===== src/hw/rtl/slp_pkg.sv =====
// Shared types, constants and helper functions for the series log/pow unit.
`default_nettype none
package slp_pkg;

    localparam int unsigned MAX_TERMS_DEF = 255;
    localparam int unsigned FRAC_BITS_DEF = 16;

    // Saturation bound for products and partial sums inside pow.
    localparam logic [63:0] LIM_Q = 64'h2000_0000_0000_0000;

    typedef enum logic [1:0] {
        ST_OK      = 2'd0,
        ST_NEG_INF = 2'd1,
        ST_DOMAIN  = 2'd2,
        ST_SAT     = 2'd3
    } t_status;

    typedef enum logic [1:0] {
        OP_LN_TAYLOR  = 2'd0,
        OP_LN_FRAC    = 2'd1,
        OP_POW_TAYLOR = 2'd2,
        OP_POW_FRAC   = 2'd3
    } t_op;

    typedef enum logic {
        ALU_MUL = 1'b0,
        ALU_DIV = 1'b1
    } t_alu_op;

    typedef struct packed {
        logic    go;
        t_alu_op op;
    } t_alu_req;

    typedef enum logic [1:0] {
        A_IDLE,
        A_MUL,
        A_DIV
    } t_alu_state;

    typedef enum logic [3:0] {
        S_IDLE,
        S_LOG_START,
        S_T_BASE,
        S_T_MUL,
        S_T_DIV,
        S_F_Z,
        S_F_Z2,
        S_F_SQ,
        S_F_NUM,
        S_F_DIV,
        S_F_FIN,
        S_LOG_END,
        S_P_T,
        S_E_MUL,
        S_E_DIV
    } t_state;

    function automatic logic [31:0] clip32(input logic signed [63:0] v);
        logic [31:0] res;
        if (v > 64'sd2147483647) begin
            res = 32'h7fff_ffff;
        end else if (v < -64'sd2147483648) begin
            res = 32'h8000_0000;
        end else begin
            res = v[31:0];
        end
        return res;
    endfunction

    function automatic logic over32(input logic signed [63:0] v);
        return (v > 64'sd2147483647) || (v < -64'sd2147483648);
    endfunction

    // Denominators below one are forced to one.
    function automatic logic [63:0] den_clamp(input logic signed [63:0] v);
        logic [63:0] res;
        if (v < 64'sd1) begin
            res = 64'd1;
        end else begin
            res = v;
        end
        return res;
    endfunction

endpackage
`default_nettype wire


===== src/hw/rtl/slp_alu.sv =====
// Shared multi-cycle unit: 64x64 multiply in 32-bit pieces, 64/64 restoring divide.
`default_nettype none
module slp_alu (
    input  logic             i_clk,
    input  logic             i_rst_n,
    input  slp_pkg::t_alu_req i_req,
    input  logic [63:0]      i_a,
    input  logic [63:0]      i_b,
    output logic             o_done,
    output logic [127:0]     o_res
);
    import slp_pkg::*;

    t_alu_state   r_state, n_state;
    logic [5:0]   r_cnt;
    logic [63:0]  r_a, r_b;
    logic [63:0]  r_pp;
    logic [1:0]   r_sh;
    logic [127:0] r_acc;
    logic [64:0]  r_rem;
    logic [63:0]  r_quo;
    logic         r_done;

    logic [31:0]  a_part, b_part;
    logic [127:0] pp_sh;
    logic [64:0]  rem_sh;
    logic         ge;

    assign a_part = r_cnt[0] ? r_a[63:32] : r_a[31:0];
    assign b_part = r_cnt[1] ? r_b[63:32] : r_b[31:0];
    assign rem_sh = {r_rem[63:0], r_quo[63]};
    assign ge     = rem_sh >= {1'b0, r_b};

    always_comb begin
        case (r_sh)
            2'd0:    pp_sh = {64'd0, r_pp};
            2'd1:    pp_sh = {32'd0, r_pp, 32'd0};
            default: pp_sh = {r_pp, 64'd0};
        endcase
    end

    always_comb begin
        n_state = r_state;
        case (r_state)
            A_IDLE: begin
                if (i_req.go) begin
                    n_state = (i_req.op == ALU_MUL) ? A_MUL : A_DIV;
                end
            end
            A_MUL: begin
                if (r_cnt == 6'd4) begin
                    n_state = A_IDLE;
                end
            end
            A_DIV: begin
                if (r_cnt == 6'd63) begin
                    n_state = A_IDLE;
                end
            end
            default: n_state = A_IDLE;
        endcase
    end

    always_comb begin
        o_done = r_done;
        o_res  = r_acc;
    end

    always_ff @(posedge i_clk) begin
        if (!i_rst_n) begin
            r_state <= A_IDLE;
            r_done  <= 1'b0;
        end else begin
            r_state <= n_state;
            r_done  <= 1'b0;
            case (r_state)
                A_IDLE: begin
                    r_a   <= i_a;
                    r_b   <= i_b;
                    r_cnt <= '0;
                    r_acc <= '0;
                    r_rem <= '0;
                    r_quo <= i_a;
                end
                A_MUL: begin
                    // register each partial product, then accumulate it from the register
                    if (r_cnt != 6'd4) begin
                        r_pp <= a_part * b_part;
                        r_sh <= 2'(r_cnt[0]) + 2'(r_cnt[1]);
                    end
                    if (r_cnt != 6'd0) begin
                        r_acc <= r_acc + pp_sh;
                    end
                    if (r_cnt == 6'd4) begin
                        r_done <= 1'b1;
                    end
                    r_cnt <= r_cnt + 6'd1;
                end
                A_DIV: begin
                    r_rem <= ge ? (rem_sh - {1'b0, r_b}) : rem_sh;
                    r_quo <= {r_quo[62:0], ge};
                    if (r_cnt == 6'd63) begin
                        r_done <= 1'b1;
                        r_acc  <= (r_b == 64'd0) ? 128'd0 : {64'd0, r_quo[62:0], ge};
                    end
                    r_cnt <= r_cnt + 6'd1;
                end
                default: begin
                    r_cnt <= '0;
                end
            endcase
        end
    end

endmodule
`default_nettype wire


===== config.mk =====
export PLATFORM = sky130hd
export DESIGN_NAME = slp_alu
export DESIGN_NICKNAME = d
export VERILOG_FILES = /design/src/hw/rtl/slp_pkg.sv /design/src/hw/rtl/slp_alu.sv
export SDC_FILE = /design/constraint.sdc
export NUM_CORES = 2
export LEC_CHECK = 0
export ABC_AREA = 1
export BUFFER_PORTS_ARGS = -buffer_cell sky130_fd_sc_hd__buf_2
export CAP_MARGIN = 20
export CELL_PAD_IN_SITES_DETAIL_PLACEMENT = 1
export CELL_PAD_IN_SITES_GLOBAL_PLACEMENT = 2
export CORE_MARGIN = 4
export CORE_UTILIZATION = 34
export CTS_BUF_LIST = sky130_fd_sc_hd__clkbuf_8
export DETAILED_ROUTE_END_ITERATION = 10
export GPL_ROUTABILITY_DRIVEN = 0
export PLACE_DENSITY = 0.82
export SLEW_MARGIN = 20
export SYNTH_ARGS = -nofsm -noshare
export SYNTH_HDL_FRONTEND = slang
export SYNTH_SLANG_ARGS = --single-unit

===== constraint.sdc =====
create_clock -name i_clk -period 7.35 [get_ports i_clk]
set_clock_uncertainty 0.1 [all_clocks]
set_input_delay 0 -clock i_clk [delete_from_list [all_inputs] [get_ports i_clk]]
set_output_delay 0 -clock i_clk [all_outputs]
set_load 0.01 [all_outputs]

; ---- Yosys cells after proc, flatten, opt, wreduce, memory -nomap -nowiden
; Cells that the tools add are included.
[word_totals]
output_inout_bits = 129
input_bits = 132
regBits = 459
[classes]
magnitude_cmp = 1
n_reduce_logical = 12
mux = 18
n_eq_ne = 10
addsub = 4
mul = 1
[op_table]
columns = cell, count
row1 = 128-bit one-hot mux with 3 select lines, 1
row2 = 128-bit 2-to-1 mux, 2
row3 = 128-bit one-hot mux with 2 select lines, 1
row4 = 64-bit one-hot mux with 2 select lines, 2
row5 = 128-bit adder, 1
row6 = 64-bit 2-to-1 mux, 2
row7 = 65-bit by 64-bit >= comparator with 1-bit output, 1
row8 = 64-bit zero test, 1
row9 = 32-bit by 32-bit multiplier with 64-bit output, 1
row10 = 32-bit 2-to-1 mux, 2
row11 = 64-bit subtractor, 1
row12 = 2-bit 2-to-1 mux, 4
row13 = "2-bit inequality test, second input constant", 4
row14 = "6-bit by 1-bit adder with 6-bit output, second input constant", 1
row15 = "6-bit by 3-bit == test with 1-bit output, second input constant", 1
row16 = "6-bit == test, second input constant", 1
row17 = "6-bit by 3-bit inequality test with 1-bit output, second input constant", 1
row18 = 2-bit one-hot mux with 3 select lines, 1
row19 = 3-bit AND reduction, 2
row20 = 6-bit nonzero test, 1
row21 = "2-bit by 1-bit == test with 1-bit output, second input constant", 2
row22 = 2-bit zero test, 2
row23 = 2-bit AND reduction, 2
row24 = 4-bit AND reduction, 1
row25 = other kinds (7), 8

; ---- Longest topological paths before layout
[logic_depth]
ltp_word = 5
mapped_depth = 36
ltp_nobuf = 33

; ---- Least setup slack after synthesis
; Ideal clock, no wire load.
[synth_timing]
path_type = register -> register
from = register r_state[0]
to = register r_quo[0] (enable)
arrival_time_ns = 7.380
stages_incl_launch_ff = 8
n_path_buf = 3
setup_slack_ns = -0.788
required_time_ns = 6.592
synth_period_minus_slack_ns = 8.138
setup_time_ns = 0.658
path_cell_list = dfxtp_1 inv_1 ha_1 clkbuf_1 clkinv_1 clkbuf_1 buf_1 a21oi_1
[synth_via]
elab_chain_cells = 3
word_cells_on_any_way = 4
classes_between = 1 x eq/ne / 3 x reduce/logical
[synth_lines]
columns = element, line_no
row1 = "start, declared", slp_alu.sv:14  ; t_alu_state r_state, n_state;
row2 = "start signal, assigned", slp_alu.sv:74  ; r_state <= n_state;
row3 = 2-bit == test / 2-bit zero test (equally long branches), slp_alu.sv:76  ; case (r_state)
row4 = 2-bit nonzero test (no source line) *, n/a
row5 = 2-bit AND reduction (no source line) *, n/a
row6 = "end signal, assigned", slp_alu.sv:83  ; r_quo <= i_a;
row7 = "end signal, assigned", slp_alu.sv:101  ; r_quo <= {r_quo[62:0], ge};
row8 = "end, declared", slp_alu.sv:21  ; logic [63:0] r_quo;
; Mark *: on every way between the ends. The rest lies on a longest branch, timed or not.
; A chain may end at the register's enable or synchronous reset.

; ---- Final worst setup path
[layout_timing]
from = register r_cnt[0]
to = register r_pp[54], data pin
[layout_via]
elab_chain_cells = 2
[layout_lines]
columns = element, line_no
row1 = "start, declared", slp_alu.sv:15  ; logic [5:0] r_cnt;
row2 = "start signal, assigned", slp_alu.sv:97  ; r_cnt <= r_cnt + 6'd1;
row3 = "start signal, assigned", slp_alu.sv:106  ; r_cnt <= r_cnt + 6'd1;
row4 = 32-bit 2-to-1 mux, slp_alu.sv:29  ; assign a_part = r_cnt[0] ? r_a[63:32] : r_a[31:0];
row5 = 32-bit by 32-bit multiplier with 64-bit output, slp_alu.sv:88  ; r_pp <= a_part * b_part;
row6 = "end signal, assigned", slp_alu.sv:88
row7 = "end, declared", slp_alu.sv:17  ; logic [63:0] r_pp;
; Every way passes these cells.

==> flow_metrics.tcl <==
set metrics [dict create \
    globalRouteOverflowTotal 0 \
    final_common_cell "nand2_1" \
    drt_first_pass_iters 5 \
    holdPathStages 2 \
    cts_tree "done" \
    die_w_um 466.5 \
    placementRows 168 \
    arrival_ns 8.39 \
    hpwlAfterDp_um 301100 \
    rrSetupSlack_ns -0.56 \
    reg2reg_depth 31 \
    layout_common_cells "3067 x nand2_1, 2288 x inv_1, 1211 x nor2_1" \
    worstHoldStart "i_rst_n" \
    drv_cap 0 \
    synth_edf_count 456 \
    slew_headroom_pct 33.31 \
    synthArstFlopShare_pct 0 \
    violations "negative setup slack" \
    num_vias 73870 \
    setup_ws_ns -0.5564 \
    start_util_pct 34.14 \
    slew_viol_final 0 \
    post_drt_wl_per_cell_um 25.79 \
    path_class "reg -> reg" \
    grt_pass1_wl_um 523900 \
    final_nets 12840 \
    grt_pass1_vias 78930 \
    ant_nets 0 \
    yosysSeqAreaShare_pct 19.24 \
    dp_cells 13670 \
    io_buffers 260 \
    clockRootBuffer "clkbuf_8" \
    drc 0 \
    top_layer "met5" \
    stdcell_count 14240 \
    area.growth.synth_to_final_pct 26.15 \
    cts_sinks 459 \
    setup_tns_ns -18.91 \
    cp_max_fo 12 \
    synth-seq-cells 459 \
    crit_slowest_cell "fa_1" \
    worstSetupStartpointType "flop" \
    endpoint_kind "flop" \
    hold_violations 0 \
    status "finished, violations left" \
    grt_start_max_net_pins 70 \
    setup_violations 50 \
    netlist_area_mm2 0.07147 \
    synth_cells 10180 \
    drtIter0Drc 5960 \
    r2r-start "r_cnt[0]$_SDFFCE_PN0P_" \
    met1_length_um 142200 \
    antenna_found_initial 22 \
    clk_latency_ns 0.89 \
    ys_warn_count 0 \
    viasPerCell 5.188 \
    cts.reportedPaths.clkPinSlew_ns 0.08 \
    cts-buffers-inserted 95 \
    htree_levels 3 \
    ioPinCount 261 \
    fmax_ghz 0.1265 \
    cpPeakStageDelay_ns 0.70 \
    rsz0062_at_grt "yes" \
    finalCriticalPeriod_ns 7.906 \
    worstReg2RegEnd "r_pp[54]$_DFFE_PP_" \
    synth_nets 11670 \
    routed_wl_um 367200 \
    final_area_mm2 0.09016 \
    worstMarginPinSlew_ns 1.000 \
    dieArea_mm2 0.2176 \
    wl_met2_um 166100 \
    synth_flop_cell "edfxtp_1" \
    finalCritPeriodShare_pct 107.6 \
    cp.required_ns 7.84 \
    postPlaceCellArea_mm2 0.08152 \
    cpMostUsedCell "fa_1" \
    met3_length_um 27140 \
    hold_path_class "in -> reg" \
    synth_area_per_cell_um2 7.021 \
    synth_cell_types 47 \
    clockBufferDepth 3 \
    die_h_um 466.5 \
    grt_usage_pct 32.93 \
    core_mm2 0.2094 \
    drive_gt1_share_pct 15.86 \
    min_to "r_cnt[0]$_SDFFCE_PN0P_" \
]
[registers in the layout, indices dropped and copies added (netlist names)]
register	flops
o_res	128
r_a	64
r_b	64
r_pp	64
r_quo	64
r_rem	64
r_cnt	6
r_sh	2
r_state	2
o_done	1
[cells in the mapped netlist, types with 62 or more instances]
master    count  share of area (%)
a21oi_1     327                2.3
fa_1        898                 25
o21ai_0     186                1.3
nor2_1     1316                6.9
nor3_1       62               0.43
edfxtp_1    456                 19
clkbuf_1    213                1.1
xor2_1       68               0.83
ha_1        459                8.0
o22ai_1      80               0.70
nand2_1    3138                 16
nand3_1     247                1.7
inv_1      2343                 12
[worst max path at each step]
stage | start | to | slack (ns) | cells past startpoint
after floorplan | r_cnt[1]$_SDFFCE_PN0P_ | r_pp[63]$_DFFE_PP_ | 0.01 | 29
after global placement | r_cnt[0]$_SDFFCE_PN0P_ | r_pp[32]$_DFFE_PP_ | -0.66 | 25
after detailed placement | r_cnt[0]$_SDFFCE_PN0P_ | r_pp[33]$_DFFE_PP_ | -0.67 | 29
after CTS | r_cnt[0]$_SDFFCE_PN0P_ | r_pp[62]$_DFFE_PP_ | -0.33 | 33
after global routing | r_cnt[0]$_SDFFCE_PN0P_ | r_pp[54]$_DFFE_PP_ | -0.78 | 32
final | r_cnt[0]$_SDFFCE_PN0P_ | r_pp[54]$_DFFE_PP_ | -0.56 | 31
[layout make-up]
cell class	count	area [um2]
fillers	26270	119200
multi-input cells	7098	50470
flip-flops and latches	459	13750
repair buffers	1326	11580
inverters	2372	8976
well taps	2805	3510
clock buffers	96	1321
clock inverters	74	526.8
diodes	7	17.52
repair inverters	1	6.256
[per-layer routing]
metal  up-vias  GRT usage [%]
met5         -              0
met4        20          22.36
met3      1149          5.383
met2      3269          53.55
met1     36630          40.13
li1      32800              -
[logic make-up (layout without fill, tap and decap cells)]
group,count (synthesis),in the layout,share of synthesized area [%]
buffers and inverters,2623,3869,13.84
AO/OA/AOI/OAI,722,722,5.546
flip-flops,459,459,19.24
other,0,7,0
adder cells (fa/ha/maj),1357,1357,33.19
XOR/XNOR,80,80,0.9804
AND/OR/NAND/NOR,4939,4939,27.21
[stage by stage]
step / hold slack, ns / util (%) / setup slack, ns
2_1_floorplan: -0.001131 / - / 0.01248
3_3_place_gp: 0.07804 / 38.93 / -0.6558
3_5_place_dp: 0.07879 / 38.94 / -0.6730
4_1_cts: 0.08481 / 42.31 / -0.3285
5_1_grt: 0.1080 / 43.06 / -0.7823
6_report: 0.1258 / 43.07 / -0.5564
[worst max-delay path, delay by kind of cell (launching register included)]
family / cells / cell delay (ns)
fa+ha+maj: 9 / 4.15
buf+inv: 11 / 1.40
simple gates: 10 / 1.34
flops: 1 / 0.43
compound gates: 1 / 0.19
[timing repair]
item	CTS	global route
resized for setup	464	338
endpoints found under the hold margin	201	0
cloned	10	1
hold buffers	263	0
setup buffers	71	44
endpoints found under the setup margin	52	53
pin swaps	138	182
Power is not shown: default switching activity piles up to over one toggle a cycle in this logic, so the estimate is an artifact.
